===== src/rtl/pel_pkg.sv =====
// Shared types, register indexes and defaults for the keypad PIN lock.
`default_nettype none

package pel_pkg;

  localparam int MAX_DIGITS_DEF = 6;

  localparam int DIGIT_W    = 4;
  localparam int PIN_W      = 24;
  localparam int LEN_W      = 3;
  localparam int TICKS_W    = 16;
  localparam int COUNT_W    = 3;
  localparam int CFG_IDX_W  = 2;
  localparam int CFG_DATA_W = 24;

  localparam logic [PIN_W-1:0]   PIN_CODE_RST      = 24'h004321;
  localparam logic [LEN_W-1:0]   PIN_LENGTH_RST    = 3'd4;
  localparam logic [TICKS_W-1:0] MESSAGE_TICKS_RST = 16'd120;

  localparam logic [CFG_IDX_W-1:0] CFG_PIN_CODE      = 2'd0;
  localparam logic [CFG_IDX_W-1:0] CFG_PIN_LENGTH    = 2'd1;
  localparam logic [CFG_IDX_W-1:0] CFG_MESSAGE_TICKS = 2'd2;

  typedef enum logic [1:0] {
    CMD_DIGIT  = 2'd0,
    CMD_CLEAR  = 2'd1,
    CMD_SUBMIT = 2'd2,
    CMD_TICK   = 2'd3
  } cmd_t;

  typedef enum logic [1:0] {
    VERDICT_NONE    = 2'd0,
    VERDICT_GRANTED = 2'd1,
    VERDICT_DENIED  = 2'd2
  } verdict_t;

  typedef struct packed {
    cmd_t               cmd;
    logic [DIGIT_W-1:0] digit;
  } item_t;

  typedef struct packed {
    logic [COUNT_W-1:0] entered_count;
    verdict_t           verdict;
    logic               message_active;
    logic               digit_ignored;
  } result_t;

endpackage

`default_nettype wire


===== src/rtl/pel_in_reg.sv =====
// Input register stage: holds one accepted keypad word until the core takes it.
`default_nettype none

module pel_in_reg
  import pel_pkg::*;
(
  input  wire logic  clk,
  input  wire logic  rst_n,
  input  wire logic  in_valid,
  output logic       in_ready,
  input  wire item_t in_item,
  output logic       stage_valid,
  input  wire logic  stage_ready,
  output item_t      stage_item
);

  logic  valid_r;
  item_t item_r;

  // take a new word when empty or when the held word moves on this cycle
  assign in_ready    = !valid_r || stage_ready;
  assign stage_valid = valid_r;
  assign stage_item  = item_r;

  always_ff @(posedge clk) begin
    if (!rst_n) begin
      valid_r <= 1'b0;
    end else if (in_ready) begin
      valid_r <= in_valid;
    end
  end

  always_ff @(posedge clk) begin
    if (in_valid && in_ready) begin
      item_r <= in_item;
    end
  end

endmodule

`default_nettype wire


===== src/rtl/pel_core.sv =====
// Lock state, configuration registers, command decode and result register.
`default_nettype none

module pel_core
  import pel_pkg::*;
#(
  parameter int MAX_DIGITS = MAX_DIGITS_DEF
) (
  input  wire logic                  clk,
  input  wire logic                  rst_n,
  input  wire logic                  cfg_we,
  input  wire logic [CFG_IDX_W-1:0]  cfg_index,
  input  wire logic [CFG_DATA_W-1:0] cfg_wdata,
  input  wire logic                  item_valid,
  output logic                       item_ready,
  input  wire item_t                 item,
  output logic                       res_valid,
  input  wire logic                  res_ready,
  output result_t                    res
);

  localparam int CNT_W = $clog2(MAX_DIGITS + 1);

  logic [PIN_W-1:0]   pin_code_r;
  logic [LEN_W-1:0]   pin_length_r;
  logic [TICKS_W-1:0] message_ticks_r;

  logic [DIGIT_W-1:0] digits_r [MAX_DIGITS];
  logic [CNT_W-1:0]   count_r, count_nxt;
  verdict_t           verdict_r, verdict_nxt;
  logic [TICKS_W-1:0] timer_r, timer_nxt;

  logic               res_valid_r;
  result_t            res_r;

  logic               advance;
  logic               mismatch;
  logic               match;
  logic [CNT_W-1:0]   base_count;
  logic               full;
  logic               ignored;
  logic               write_digit;
  logic [TICKS_W-1:0] timer_dec;

  assign item_ready = !res_valid_r || res_ready;
  assign advance    = item_valid && item_ready;
  assign res_valid  = res_valid_r;
  assign res        = res_r;

  // compare only the digits that are entered
  always_comb begin
    mismatch = 1'b0;
    for (int i = 0; i < MAX_DIGITS; i++) begin
      if (CNT_W'(i) < count_r && digits_r[i] != pin_code_r[DIGIT_W*i +: DIGIT_W]) begin
        mismatch = 1'b1;
      end
    end
    match = !mismatch && (LEN_W'(count_r) == pin_length_r);
  end

  // a digit press wipes a showing verdict before it appends
  assign base_count = (verdict_r != VERDICT_NONE) ? '0 : count_r;
  assign full       = base_count >= CNT_W'(MAX_DIGITS);
  assign timer_dec  = timer_r - TICKS_W'(1);

  always_comb begin
    count_nxt   = count_r;
    verdict_nxt = verdict_r;
    timer_nxt   = timer_r;
    ignored     = 1'b0;
    write_digit = 1'b0;
    unique case (item.cmd)
      CMD_DIGIT: begin
        if (verdict_r != VERDICT_NONE) begin
          verdict_nxt = VERDICT_NONE;
          timer_nxt   = '0;
        end
        if (full) begin
          ignored   = 1'b1;
          count_nxt = base_count;
        end else begin
          write_digit = 1'b1;
          count_nxt   = base_count + CNT_W'(1);
        end
      end
      CMD_CLEAR: begin
        count_nxt   = '0;
        verdict_nxt = VERDICT_NONE;
        timer_nxt   = '0;
      end
      CMD_SUBMIT: begin
        if (count_r != '0) begin
          verdict_nxt = match ? VERDICT_GRANTED : VERDICT_DENIED;
          timer_nxt   = message_ticks_r;
        end
      end
      CMD_TICK: begin
        if (timer_r != '0) begin
          timer_nxt = timer_dec;
          if (timer_dec == '0 && verdict_r != VERDICT_NONE) begin
            count_nxt   = '0;
            verdict_nxt = VERDICT_NONE;
          end
        end
      end
      default: ;
    endcase
  end

  always_ff @(posedge clk) begin
    if (!rst_n) begin
      pin_code_r      <= PIN_CODE_RST;
      pin_length_r    <= PIN_LENGTH_RST;
      message_ticks_r <= MESSAGE_TICKS_RST;
    end else if (cfg_we) begin
      unique case (cfg_index)
        CFG_PIN_CODE:      pin_code_r      <= cfg_wdata[PIN_W-1:0];
        CFG_PIN_LENGTH:    pin_length_r    <= cfg_wdata[LEN_W-1:0];
        CFG_MESSAGE_TICKS: message_ticks_r <= cfg_wdata[TICKS_W-1:0];
        default: ;
      endcase
    end
  end

  always_ff @(posedge clk) begin
    if (!rst_n) begin
      count_r   <= '0;
      verdict_r <= VERDICT_NONE;
      timer_r   <= '0;
    end else if (advance) begin
      count_r   <= count_nxt;
      verdict_r <= verdict_nxt;
      timer_r   <= timer_nxt;
    end
  end

  // digits past the count are never compared, so they need no reset
  always_ff @(posedge clk) begin
    for (int i = 0; i < MAX_DIGITS; i++) begin
      if (advance && write_digit && base_count == CNT_W'(i)) begin
        digits_r[i] <= item.digit;
      end
    end
  end

  always_ff @(posedge clk) begin
    if (!rst_n) begin
      res_valid_r <= 1'b0;
    end else if (item_ready) begin
      res_valid_r <= item_valid;
    end
  end

  always_ff @(posedge clk) begin
    if (advance) begin
      res_r.entered_count  <= COUNT_W'(count_nxt);
      res_r.verdict        <= verdict_nxt;
      res_r.message_active <= timer_nxt != '0;
      res_r.digit_ignored  <= ignored;
    end
  end

endmodule

`default_nettype wire


===== src/rtl/pin_entry_lock.sv =====
// Path: in_* passes the input register, then the result register, to out_*.
// Throughput: one word per cycle unless out_tready stalls; the input register and
// result register let a new word in while a finished result waits for out_tready.
// Reset: synchronous, active low; clears the entry, verdict and timer and
// loads the default PIN 1234, length 4 and a 120-tick message time.
`default_nettype none

module pin_entry_lock
  import pel_pkg::*;
#(
  parameter int MAX_DIGITS = MAX_DIGITS_DEF
) (
  input  wire logic                  clk,
  input  wire logic                  rst_n,
  input  wire logic                  cfg_we,
  input  wire logic [CFG_IDX_W-1:0]  cfg_index,
  input  wire logic [CFG_DATA_W-1:0] cfg_wdata,
  input  wire logic                  in_tvalid,
  output logic                       in_tready,
  input  wire logic [7:0]            in_tdata,   // digit[3:0], zero pad
  input  wire logic [1:0]            in_tuser,   // cmd[1:0]
  output logic                       out_tvalid,
  input  wire logic                  out_tready,
  output logic [7:0]                 out_tdata   // entered_count[2:0], verdict[4:3],
                                                 // message_active[5], digit_ignored[6]
);

  item_t   in_item;
  item_t   stage_item;
  logic    stage_valid;
  logic    stage_ready;
  result_t res;

  assign in_item.cmd   = cmd_t'(in_tuser);
  assign in_item.digit = in_tdata[DIGIT_W-1:0];

  pel_in_reg u_in_reg (
    .clk         (clk),
    .rst_n       (rst_n),
    .in_valid    (in_tvalid),
    .in_ready    (in_tready),
    .in_item     (in_item),
    .stage_valid (stage_valid),
    .stage_ready (stage_ready),
    .stage_item  (stage_item)
  );

  pel_core #(
    .MAX_DIGITS (MAX_DIGITS)
  ) u_core (
    .clk        (clk),
    .rst_n      (rst_n),
    .cfg_we     (cfg_we),
    .cfg_index  (cfg_index),
    .cfg_wdata  (cfg_wdata),
    .item_valid (stage_valid),
    .item_ready (stage_ready),
    .item       (stage_item),
    .res_valid  (out_tvalid),
    .res_ready  (out_tready),
    .res        (res)
  );

  assign out_tdata = {1'b0, res.digit_ignored, res.message_active, res.verdict,
                      res.entered_count};

endmodule

`default_nettype wire


===== config.mk =====
export PLATFORM = sky130hd
export DESIGN_NAME = pin_entry_lock
export DESIGN_NICKNAME = d
export VERILOG_FILES = /design/src/rtl/pel_pkg.sv /design/src/rtl/pel_in_reg.sv /design/src/rtl/pel_core.sv /design/src/rtl/pin_entry_lock.sv
export SDC_FILE = /design/constraint.sdc
export NUM_CORES = 1
export LEC_CHECK = 0
export ABC_AREA = 1
export BUFFER_PORTS_ARGS = -buffer_cell sky130_fd_sc_hd__buf_2
export CAP_MARGIN = 20
export CORE_ASPECT_RATIO = 0.5
export CORE_MARGIN = 2
export CORE_UTILIZATION = 40
export CTS_BUF_LIST = sky130_fd_sc_hd__clkbuf_8 sky130_fd_sc_hd__clkbuf_16
export CTS_CLUSTER_SIZE = 20
export DETAILED_ROUTE_END_ITERATION = 10
export GPL_ROUTABILITY_DRIVEN = 0
export PLACE_DENSITY = 0.69
export SYNTH_ARGS = -nofsm -noshare
export SYNTH_HDL_FRONTEND = slang
export SYNTH_SLANG_ARGS = --single-unit

===== constraint.sdc =====
create_clock -name clk -period 2.1 [get_ports clk]
set_input_delay 0.21 -clock clk [delete_from_list [all_inputs] [get_ports clk]]
set_output_delay 0.21 -clock clk [all_outputs]
set_load 0.1 [all_outputs]

== After elaboration in Yosys (flattened, before gate mapping) ==
Memory sizes are Yosys's and may differ from the RTL's.
Index checks and enable logic that the tools add are counted.
Operators by class
  multiply operators: 0
  multiplexer cells: 51
  shift-type cells: 0
  bitwise logic cells: 0
  order comparisons: 7
  equal/unequal tests: 17
  div/mod/pow operators: 0
  $add $sub $neg: 2
  reductions and logical operators: 38
Operators with widths (count)
  16-bit case mux with 4 select lines: 1
  16-bit two-way mux: 3
  16-bit nonzero test: 2
  3-bit two-way mux: 9
  1-bit two-way mux: 26
  4-bit != test: 6
  4-bit two-way mux: 5
  4-bit OR reduction: 5
  1-bit logical AND: 17
  16-bit logical NOT: 1
  16-bit by 1-bit subtractor with 16-bit output (second input constant): 1
  2-bit two-way mux: 5
  3-bit case mux with 3 select lines: 1
  2-bit case mux with 4 select lines: 1
  2-bit equality test (second input constant): 3
  3-bit by 2-bit equality test with 1-bit output (second input constant): 2
  3-bit equality test (second input constant): 2
  1-bit by 3-bit less-than comparator with 1-bit output (first input constant): 2
  2-bit by 3-bit less-than comparator with 1-bit output (first input constant): 2
  3-bit less-than comparator (first input constant): 2
  2-bit AND reduction: 3
  2-bit by 1-bit equality test with 1-bit output (second input constant): 2
  2-bit logical NOT: 2
  3-bit by 1-bit adder with 3-bit output (second input constant): 1
  8 further kinds: 11
Storage, ports and cells
  word-level logic and storage cells: 130
  register bits: 79
  input bits: 41
  output and inout port bits: 10
  latch bits: 0
  bits in writable memories: 24
  memories: 1
  ROM bits: 0
Memory list
  u_core.digits_r: words 6, width 4, rd ports 6, clocked after memory_dff 0, write ports 1, RTL line pel_core.sv:28  | logic [DIGIT_W-1:0] digits_r [MAX_DIGITS];

== Logic depth before layout (Yosys ltp) ==
Gate-level depths: netlist of the first run.
  depth after elaboration: 15
  mapped depth: 15
  gate-level depth less buffers: 15

== Hierarchy ==
A second synthesis of the first run with hierarchy kept.
Unflattened totals
  cells, all modules: 660
  area, all modules: 5138.7 sq um
Modules (own cells, without submodules)
  pel_core: area an instance 4895.9 sq um, cells each 645, instances 1, sequential area each 2232.1 sq um
  pel_in_reg: area an instance 231.5 sq um, cells each 13, instances 1, sequential area each 200.2 sq um
  pin_entry_lock: area an instance 11.3 sq um, cells each 2, instances 1, sequential area each 0.0 sq um

== Worst setup path before layout of the first run ==
Ideal clock, no wire load.
  path type: flip-flop to flip-flop
  start point: register u_core.res_valid_r, in the netlist u_core.res_valid
  end point: register u_in_reg.item_r, in the netlist u_in_reg.stage_item[0] (enable)
  path slack: -0.606 ns
  period minus slack after synthesis: 2.706 ns
  arrival: 2.436 ns
  stages on the path, launching flop included: 4
  setup time: 0.270 ns
  path through: dfxtp_1 -> nand3_1 -> nand2_1 -> inv_1
On the way
  word-level cells in the longest chain between the ends: 4
RTL lines
  from (decl): RTL line pel_core.sv:33  | logic res_valid_r;
  from (signal assigned): RTL line pel_core.sv:150  | res_valid_r <= item_valid;
  1-bit logical NOT: RTL line pel_core.sv:45  | assign item_ready = !res_valid_r || res_ready;
  1-bit logical OR: RTL line pel_core.sv:45
  1-bit logical OR: RTL line pel_in_reg.sv:21  | assign in_ready = !valid_r || stage_ready;
  net in_tready: RTL line pin_entry_lock.sv:19  | output logic in_tready,
  1-bit logical AND: RTL line pel_in_reg.sv:34  | if (in_valid && in_ready) begin
  to (signal assigned): RTL line pel_in_reg.sv:35  | item_r <= in_item;
  to (decl): RTL line pel_in_reg.sv:18  | item_t item_r;
The timed path passes the listed nets, and every way through them passes these cells.
A chain may end at the register's enable or synchronous reset.

== Final worst setup path of the first run ==
  start point: register u_core.verdict_r[0]
  end point: register u_core.res_r, in the netlist u_core.res[6], data pin
On the way
  word-level cells in the longest chain between the ends: 5
  elaborated cells between the ends (all ways): 9
  those cells by class: 1 x add/sub; 1 x order compare; 5 x mux; 2 x reduce/logical
RTL lines
  from (decl): RTL line pel_core.sv:30  | verdict_t verdict_r, verdict_nxt;
  from (signal assigned): RTL line pel_core.sv:132  | verdict_r <= verdict_nxt;
  2-bit nonzero test (*): RTL line pel_core.sv:62, pel_core.sv:100
  3-bit two-way mux / 1-bit logical AND (equally long branches): RTL line pel_core.sv:62, pel_core.sv:100
  3-bit by 1-bit adder with 3-bit output (tied with other cells): RTL line pel_core.sv:83  | count_nxt = base_count + CNT_W'(1);
  3-bit two-way mux (on tied branches): RTL line pel_core.sv:78, pel_core.sv:98
  3-bit case mux with 3 select lines (*): RTL line pel_core.sv:72  | unique case (item.cmd)
  net u_core.count_nxt[2]: RTL line pel_core.sv:29  | logic [CNT_W-1:0] count_r, count_nxt;
  to (decl): RTL line pel_core.sv:34  | result_t res_r;
Mark *: on every way through the listed nets, which the timed path passes. The rest lies on a longest branch.

==> impl_metrics.tcl, run 1 <==
set metrics [dict create \
    clk_latency_ps 350 \
    synth_most_common_cell "nand2_1" \
    worstSetupPathType "reg -> reg" \
    ys.flop_type "dfxtp_1" \
    combPwrFrac 0.199 \
    yosysWarnings 0 \
    report.power.total_uw 4850 \
    vias 4542 \
    synth_top_area_cell "dfxtp_1" \
    start_util 0.406 \
    worstSetupPathDepth 9 \
    endpoint "u_core.res[6]" \
    grt_max_degree 33 \
    cp.arrival_ps 2100 \
    fp.coreArea_um2 12500 \
    ys_ff_latch 103 \
    grt_pass1_vias 4392 \
    min_path_type "in -> reg" \
    cp-start-kind "flop" \
    placed_cells 889 \
    crit_fanout 4 \
    syn-num-nets 705 \
    post-route-period-util 0.957 \
    via_per_inst 5.01 \
    crit_path_cell_trace "inv_1 > nand2_2 > nor2_1 > buf_4 > ha_1 > ha_1 > nor2_1 > a211oi_1 > nand2_1" \
    die_w_um 163 \
    area_growth_pct 21.5 \
    die_area_um2 13700 \
    grt_pass1_wl_mm 20.7 \
    postRouteAntennaNets 0 \
    insertedDiodeCount 0 \
    max_freq_ghz 0.498 \
    relSlewSlack 0.466 \
    rr_worst_depth 9 \
    swShare 0.301 \
    power.density_nw_per_um2 785 \
    status "finished, final reports clean" \
    post-route-min-period_ps 2010 \
    dp_hpwl_mm 9.17 \
    ir_drop_uv 405 \
    post-synth-top-area-fraction 0.260 \
    reg2reg_setup_slack_ps 90 \
    port_buffers 45 \
    p_int_uw 3390 \
    ys_seq_area_frac 0.479 \
    drt_wl_total_mm 12.7 \
    grt_usage 0.193 \
    slew_viol_final 0 \
    nNetsFinal 779 \
    drt_first_pass_iters 5 \
    cts.sinks 103 \
    synth-edff-count 37 \
    crit_family "adder cells" \
    sequentialPowerShare 0.462 \
    synth.area.top_cells "dfxtp_1, edfxtp_1, nand2_1" \
    tightest_slew_ps 801 \
    drive_gt1_frac 0.207 \
    die-height_um 83.7 \
    pin_count 51 \
    wl_per_cell_um 14.0 \
    drc 0 \
    crit_slowest_cell "dfxtp_1" \
    syn_inst 657 \
    clk_pin_slew_worst_paths_ps 70 \
    setup_viol 0 \
    crit_required_ps 2190 \
    gr-total-overflow 0 \
    fin_worst_skew_ps 6.54 \
    cpPeakStageDelay_ps 370 \
    ys_top_cells_by_count "nand2_1, nor2_1, inv_1" \
    ys_types 32 \
    leakagePower_uw 0.00278 \
    cts_buffers 9 \
    syn_area_um2 5080 \
    cp-startpoint "u_core.verdict_r[0]" \
    syn_area_per_cell_um2 7.74 \
    cts_buffer_depth 2 \
    htreeDepth 3 \
    antenna_found_initial 0 \
    num_rows 29 \
    drt_iter0_drc 361 \
    r2r_start "u_core.verdict_r[0]" \
    tritoncts "done" \
    cp_num_buf_inv 2 \
    finalHoldViolations 0 \
    final_cells 906 \
    endpoint_kind "flop" \
    maxCapViolCount 0 \
    rr_endpoint "u_core.res[6]" \
    pwr-share-clk 0.339 \
    async_reset_ff_frac 0 \
    switching_power_uw 1460 \
    rsz0062_at_grt "yes" \
    root_buffer "clkbuf_16" \
]
[registers in the layout, summed over array words and instances (netlist names)]
signal / count
u_core.verdict_r: 2
u_core.digits_r: 24
u_in_reg.stage_item: 6
u_core.count_r: 3
u_in_reg.stage_valid: 1
u_core.message_ticks_r: 16
u_core.res_valid: 1
u_core.timer_r: 16
u_core.pin_length_r: 3
u_core.pin_code_r: 24
u_core.res: 7
[cell usage in the layout (no fill, tap or decap), types with 7 or more instances in the layout]
cell,count
inv_2,7
clkbuf_16,10
xnor2_1,22
nand2_1,112
o21ai_0,49
buf_4,38
xor2_1,8
o211ai_1,15
a21oi_1,21
buf_2,45
edfxtp_1,37
inv_1,77
nand2_2,8
nor2_2,14
nand4_1,10
nor2_4,7
dfxtp_1,62
nor2_1,97
nand3_1,44
[worst min-delay path by stage]
stage	start	endpoint	slack (ps)	depth (start not counted)
3_5_place_dp	in_tdata[0]	u_in_reg.stage_item[0]	390	1
2_1_floorplan	in_tdata[0]	u_in_reg.stage_item[0]	310	0
3_3_place_gp	in_tuser[1]	u_in_reg.stage_item[5]	390	1
4_1_cts	in_tuser[0]	u_in_reg.stage_item[4]	20	1
5_1_grt	in_tuser[0]	u_in_reg.stage_item[4]	20	1
6_report	in_tuser[1]	u_in_reg.stage_item[5]	30	1
[layer usage]
metal,global-route usage,up-vias,routed length (um)
met5,0,-,0
met4,0.0571,0,226
met3,0.0556,24,703
met2,0.315,134,5800
met1,0.249,2091,5960
li1,-,2293,-
[stage by stage]
| stage | util | setup WS (ps) | setup TNS [ps] | hold WS, ps | cell area [um^2] |
|---|---|---|---|---|---|
| 2_1_floorplan | - | -16.6 | -266 | 309 | 5090 |
| 6_report | 0.493 | 90.6 | 0 | 31.8 | 6180 |
| 3_3_place_gp | 0.458 | 70.6 | 0 | 388 | 5730 |
| 5_1_grt | 0.493 | -34.8 | -415 | 16.0 | 6180 |
| 4_1_cts | 0.481 | 33.4 | 0 | 18.8 | 6020 |
| 3_5_place_dp | 0.458 | -30.2 | -537 | 388 | 5730 |
[what timing repair did]
| action | 4_1_cts | 5_1_grt |
|---|---|---|
| pin swaps | 0 | 12 |
| setup buffers | 0 | 2 |
| hold buffers | 0 | 0 |
| resized for setup | 1 | 43 |
| cloned | 0 | 0 |
| setup endpoints to repair | 23 | 35 |
[area by class of cell]
cell class | instances | area (um^2)
clock buffer | 10 | 250
clock inverter | 6 | 41.3
fill | 1200 | 6340
inverter | 83 | 312
multi-input combinational | 451 | 2410
sequential | 103 | 2440
tap | 170 | 213
timing repair buffer | 83 | 510
[power by group through the flow]
| stage | Clock, uW | Sequential [uW] | Combinational (uW) |
|---|---|---|---|
| finish | 1640 | 2240 | 965 |
| CTS | 1680 | 2230 | 883 |
| global placement | 0 | 2270 | 862 |
| global route | 1750 | 2250 | 1070 |
| floorplan | 0 | 2320 | 547 |
| detailed placement | 0 | 2280 | 877 |
[cell families after synthesis]
family	after synthesis	synth area share
AND/OR/NAND/NOR	311	0.261
buffers and inverters	103	0.0775
flip-flops	103	0.479
AO/OA/AOI/OAI	102	0.113
XOR/XNOR	30	0.0517
adder cells (fa/ha/maj)	7	0.0172
other	1	0.000738
(Power assumes the default switching activity.)
==> run 2: changes to the inputs <==
--- a/config.mk
+++ b/config.mk
@@ -8,7 +8,6 @@
 export ABC_AREA = 1
 export BUFFER_PORTS_ARGS = -buffer_cell sky130_fd_sc_hd__buf_2
 export CAP_MARGIN = 20
-export CORE_ASPECT_RATIO = 0.5
 export CORE_MARGIN = 2
 export CORE_UTILIZATION = 40
 export CTS_BUF_LIST = sky130_fd_sc_hd__clkbuf_8 sky130_fd_sc_hd__clkbuf_16
==> run 2 against run 1 <==
Compared with the run above:
- clock-buffer cell count shrank 1
- global-route usage grew 1.4 points
- register-to-register slack gained 20 ps
- critical path depth grew 2
==> impl_metrics.tcl, run 2 (synthesis results as in run 1) <==
set metrics [dict create \
    drc 0 \
    ir_drop_uv 395 \
    finalInstanceArea_um2 6190 \
    wl_per_cell_um 14.8 \
    relSlewSlack 0.441 \
    final_cell_mix "nand2_1, nor2_1, inv_1" \
    crit_fanout 8 \
    maxCapViolCount 0 \
    drt_first_pass_iters 5 \
    pin_count 51 \
    drt_iter0_drc 189 \
    crit_family "simple AND/OR/NAND/NOR gates" \
    antenna_found_initial 0 \
    cpPeakStageDelay_ps 340 \
    leakagePower_uw 0.00279 \
    clk_latency_ps 360 \
    top_regs "u_core.digits_r (24), u_core.pin_code_r (24)" \
    status "finished, final reports clean" \
    drive_gt1_frac 0.211 \
    min_path_type "in -> reg" \
    power.density_nw_per_um2 781 \
    post-route-min-period_ps 1990 \
    dp_hpwl_mm 9.87 \
    vias 4634 \
    via_per_inst 5.08 \
    area_growth_pct 21.8 \
    root_buffer "clkbuf_16" \
    fin_worst_skew_ps 6.46 \
    grt_pass1_vias 4551 \
    port_buffers 45 \
    die-height_um 117 \
    endpoint_kind "flop" \
    setup_viol 0 \
    crit_slowest_cell "dfxtp_1" \
    tritoncts "done" \
    holdWs_ps 20.7 \
    cts_buffer_depth 2 \
    post-route-period-util 0.949 \
    place_area_um2 5770 \
    finalHoldViolations 0 \
    cp-start-kind "flop" \
    crit_required_ps 2210 \
    num_rows 41 \
    gr-total-overflow 0 \
    drt_wl_total_mm 13.5 \
    postRouteAntennaNets 0 \
    cp_num_buf_inv 3 \
    grt_usage 0.207 \
    grt_max_degree 29 \
    cp.arrival_ps 2100 \
    fp.coreArea_um2 12500 \
    max_freq_ghz 0.502 \
    start_util 0.406 \
    crit_path_cell_trace "inv_1 > nand2_2 > buf_4 > nor2_1 > buf_4 > nor2_4 > o22ai_1 > a31oi_1 > nand2_1 > nor2_1 > nand3_1" \
    insertedDiodeCount 0 \
    slew_viol_final 0 \
    mostFrequentLayoutCell "nand2_1" \
    grt_pass1_wl_mm 21.5 \
    tightest_slew_ps 837 \
    die_area_um2 13600 \
    worstSetupPathType "reg -> reg" \
    cts_buffers 9 \
    die_w_um 117 \
    htreeDepth 3 \
    nNetsFinal 784 \
    clk_pin_slew_worst_paths_ps 70 \
    cts.sinks 103 \
]
-- run 2: final timing paths --
path	slack (ps)	from	end	cells past startpoint
worst max-delay path	110	u_core.verdict_r[1]	u_core.res[1]	11
worst min register to register	460	u_core.message_ticks_r[6]	u_core.message_ticks_r[6]	2
worst max register to register	110	u_core.verdict_r[1]	u_core.res[1]	11
worst min-delay path	20	in_tdata[1]	u_in_reg.stage_item[1]	1
-- run 2: what timing repair did --
action,in CTS,in global routing
pin swaps,0,15
resized for setup,3,34
setup buffers,0,1
endpoints found under the hold margin,0,0
endpoints found under the setup margin,20,35
hold buffers,0,0
-- run 2: power breakdown --
part	switching, uW	internal [uW]
registers	79.6	2160
logic	610	337
clock network	814	831
-- run 2: layout make-up --
| class | instances | area (um^2) |
|---|---|---|
| fill | 1213 | 6330 |
| inverter | 83 | 312 |
| multi-input combinational | 451 | 2380 |
| sequential | 103 | 2440 |
| clock buffer | 9 | 225 |
| timing repair buffer | 88 | 556 |
| clock inverter | 7 | 66.3 |
| tap | 172 | 215 |
-- run 2: metrics by stage --
stage | total power, uW | util | worst slack [ps] | TNS [ps] | std cells
3_5_place_dp | 3170 | 0.461 | -53.5 | -561 | 896
2_1_floorplan | 2870 | - | -16.6 | -266 | 657
6_report | 4830 | 0.494 | 106 | 0 | 913
3_3_place_gp | 3140 | 0.461 | 41.9 | 0 | 896
5_1_grt | 5050 | 0.494 | -86.6 | -365 | 913
4_1_cts | 4810 | 0.485 | 1.17 | 0 | 912
-- run 2: routing by layer --
metal	track usage	wire length (um)	up-vias	part of all wire
met2	0.353	6700	147	0.50
met1	0.248	5700	2159	0.42
met3	0.0353	681	26	0.050
met4	0.115	435	0	0.032
li1	-	-	2302	-
met5	0	0	-	0
==> run 3: changes to the inputs <==
--- a/config.mk
+++ b/config.mk
@@ -8,7 +8,7 @@
 export ABC_AREA = 1
 export BUFFER_PORTS_ARGS = -buffer_cell sky130_fd_sc_hd__buf_2
 export CAP_MARGIN = 20
-export CORE_MARGIN = 2
+export CORE_MARGIN = 4
 export CORE_UTILIZATION = 40
 export CTS_BUF_LIST = sky130_fd_sc_hd__clkbuf_8 sky130_fd_sc_hd__clkbuf_16
 export CTS_CLUSTER_SIZE = 20
==> run 3 against run 2 <==
Compared with the run above:
- critical path depth rose by 1
- clock-buffer cell count did not move
- global-route usage fell by 1.4 points
- register-to-register slack got worse by 40 ps
- die area rose by 7.0%
- non-clock buffer count rose by 1
- worst setup slack got worse by 43 ps
- largest power group unchanged
==> impl_metrics.tcl, run 3 (synthesis results as in run 1) <==
set metrics [dict create \
    die-height_um 121 \
    pwr-share-clk 0.343 \
    max_freq_ghz 0.491 \
    cpMostUsedCell "nor2_1" \
    worstSetupPathType "reg -> reg" \
    met3WireLength_um 642 \
    die_area_um2 14600 \
    post-route-period-util 0.970 \
    rsz0062_at_grt "yes" \
    area_growth_pct 23.2 \
    via_per_inst 5.14 \
    fillers 1141 \
    grt_usage 0.193 \
    switching_power_uw 1540 \
    route.met2.wl_mm 6.93 \
    fin_tns_setup_ps 0 \
    maxCapViolCount 0 \
    port_buffers 45 \
    vias 4677 \
    p_int_uw 3350 \
    sequentialPowerShare 0.458 \
    swShare 0.314 \
    power.density_nw_per_um2 781 \
    drt_wl_total_mm 13.5 \
    cp-start-kind "flop" \
    cts_buffers 9 \
    endpoint_kind "flop" \
    tightest_slew_ps 788 \
    antenna_found_initial 0 \
    setup_viol 0 \
    status "finished, final reports clean" \
    leakagePower_uw 0.00281 \
    tritoncts "done" \
    final_cell_mix "nand2_1, nor2_1, inv_1" \
    crit_slowest_cell "dfxtp_1" \
    wl_per_cell_um 14.9 \
    crit_fanout 5 \
    grt_max_degree 34 \
    top_layer "met4" \
    placed_cells 890 \
    ir_drop_uv 583 \
    fin_worst_skew_ps 8.39 \
    wl_met1_mm 5.62 \
    holdWs_ps 22.7 \
    min_path_type "in -> reg" \
    crit_path_cell_trace "inv_1 > nand2_1 > buf_4 > nor2_1 > buf_4 > nor2_4 > buf_12 > o211ai_1 > nor2_1 > nand2_1 > nor2_1 > nand3_1" \
    slew_viol_final 0 \
    start_util 0.416 \
    drc 0 \
    fin_util 0.513 \
    combPwrFrac 0.199 \
    gr-total-overflow 0 \
    nNetsFinal 785 \
    crit_required_ps 2190 \
    top_regs "u_core.digits_r (24), u_core.pin_code_r (24)" \
    drt_iter0_drc 262 \
    dp_hpwl_mm 9.98 \
    num_rows 40 \
    post-route-min-period_ps 2040 \
    report.power.total_uw 4890 \
    relSlewSlack 0.474 \
    insertedDiodeCount 0 \
    die_w_um 121 \
    finalHoldViolations 0 \
    pin_count 51 \
    root_buffer "clkbuf_16" \
    htreeDepth 3 \
    cp.arrival_ps 2130 \
    cpPeakStageDelay_ps 360 \
    mostFrequentLayoutCell "nand2_1" \
    fp.coreArea_um2 12200 \
    clk_pin_slew_worst_paths_ps 80 \
    grt_pass1_wl_mm 22.0 \
    final_cells 910 \
    grt_pass1_vias 4479 \
    clk_latency_ps 360 \
    cts_buffer_depth 2 \
    cts.sinks 103 \
    drt_first_pass_iters 5 \
    postRouteAntennaNets 0 \
    drive_gt1_frac 0.229 \
]
-- run 3: area by class of cell --
class / count / area, um^2 / share of cell area
Clock inverter: 7 / 75.1 / 0.0120
Inverter: 83 / 312 / 0.0498
Sequential cell: 103 / 2440 / 0.389
Multi-Input combinational cell: 451 / 2440 / 0.389
Clock buffer: 9 / 225 / 0.0360
Timing Repair Buffer: 89 / 568 / 0.0907
Tap cell: 168 / 210 / 0.0336
-- run 3: layer usage --
layer  vias up  global-route usage
li1       2303                   -
met1      2202               0.232
met2       145               0.334
met3        27              0.0505
met4         0              0.0637
met5         -                   0
-- run 3: critical path, delay by kind of cell (launching register included) --
| family | cells | cell delay [ps] |
|---|---|---|
| buf+inv | 4 | 490 |
| flops | 1 | 360 |
| compound gates | 1 | 100 |
| simple gates | 7 | 820 |
-- run 3: power groups by stage --
stage	Sequential, uW	Clock [uW]	Combinational, uW
final	2240	1680	975
after global placement	2270	0	865
after detailed placement	2280	0	887
after CTS	2230	1710	893
after global routing	2250	1790	1090
after floorplan	2320	0	547
-- run 3: worst paths after layout --
kind                          startpoint                     end  slack, ps  cells past startpoint
hold / removal               in_tdata[2]  u_in_reg.stage_item[2]         20                      1
hold reg to reg   u_core.pin_length_r[0]  u_core.pin_length_r[0]        470                      2
setup reg to reg     u_core.verdict_r[0]           u_core.res[1]         60                     12
setup / recovery     u_core.verdict_r[0]           u_core.res[1]         60                     12
-- run 3: metrics by stage --
| stage | cell area, um^2 | setup slack [ps] |
|---|---|---|
| finish | 6260 | 63.2 |
| global route | 6260 | -56.6 |
| CTS | 6060 | 9.34 |
| detailed placement | 5750 | -71.3 |
| global placement | 5750 | 28.2 |
| floorplan | 5090 | -16.6 |
-- run 3: repair_timing --
item                                    CTS  global route
hold buffers                              0             0
pin swaps                                 0            15
endpoints found under the setup margin   24            36
resized for setup                         2            50
buffers inserted                          0             4
cloned                                    0             0
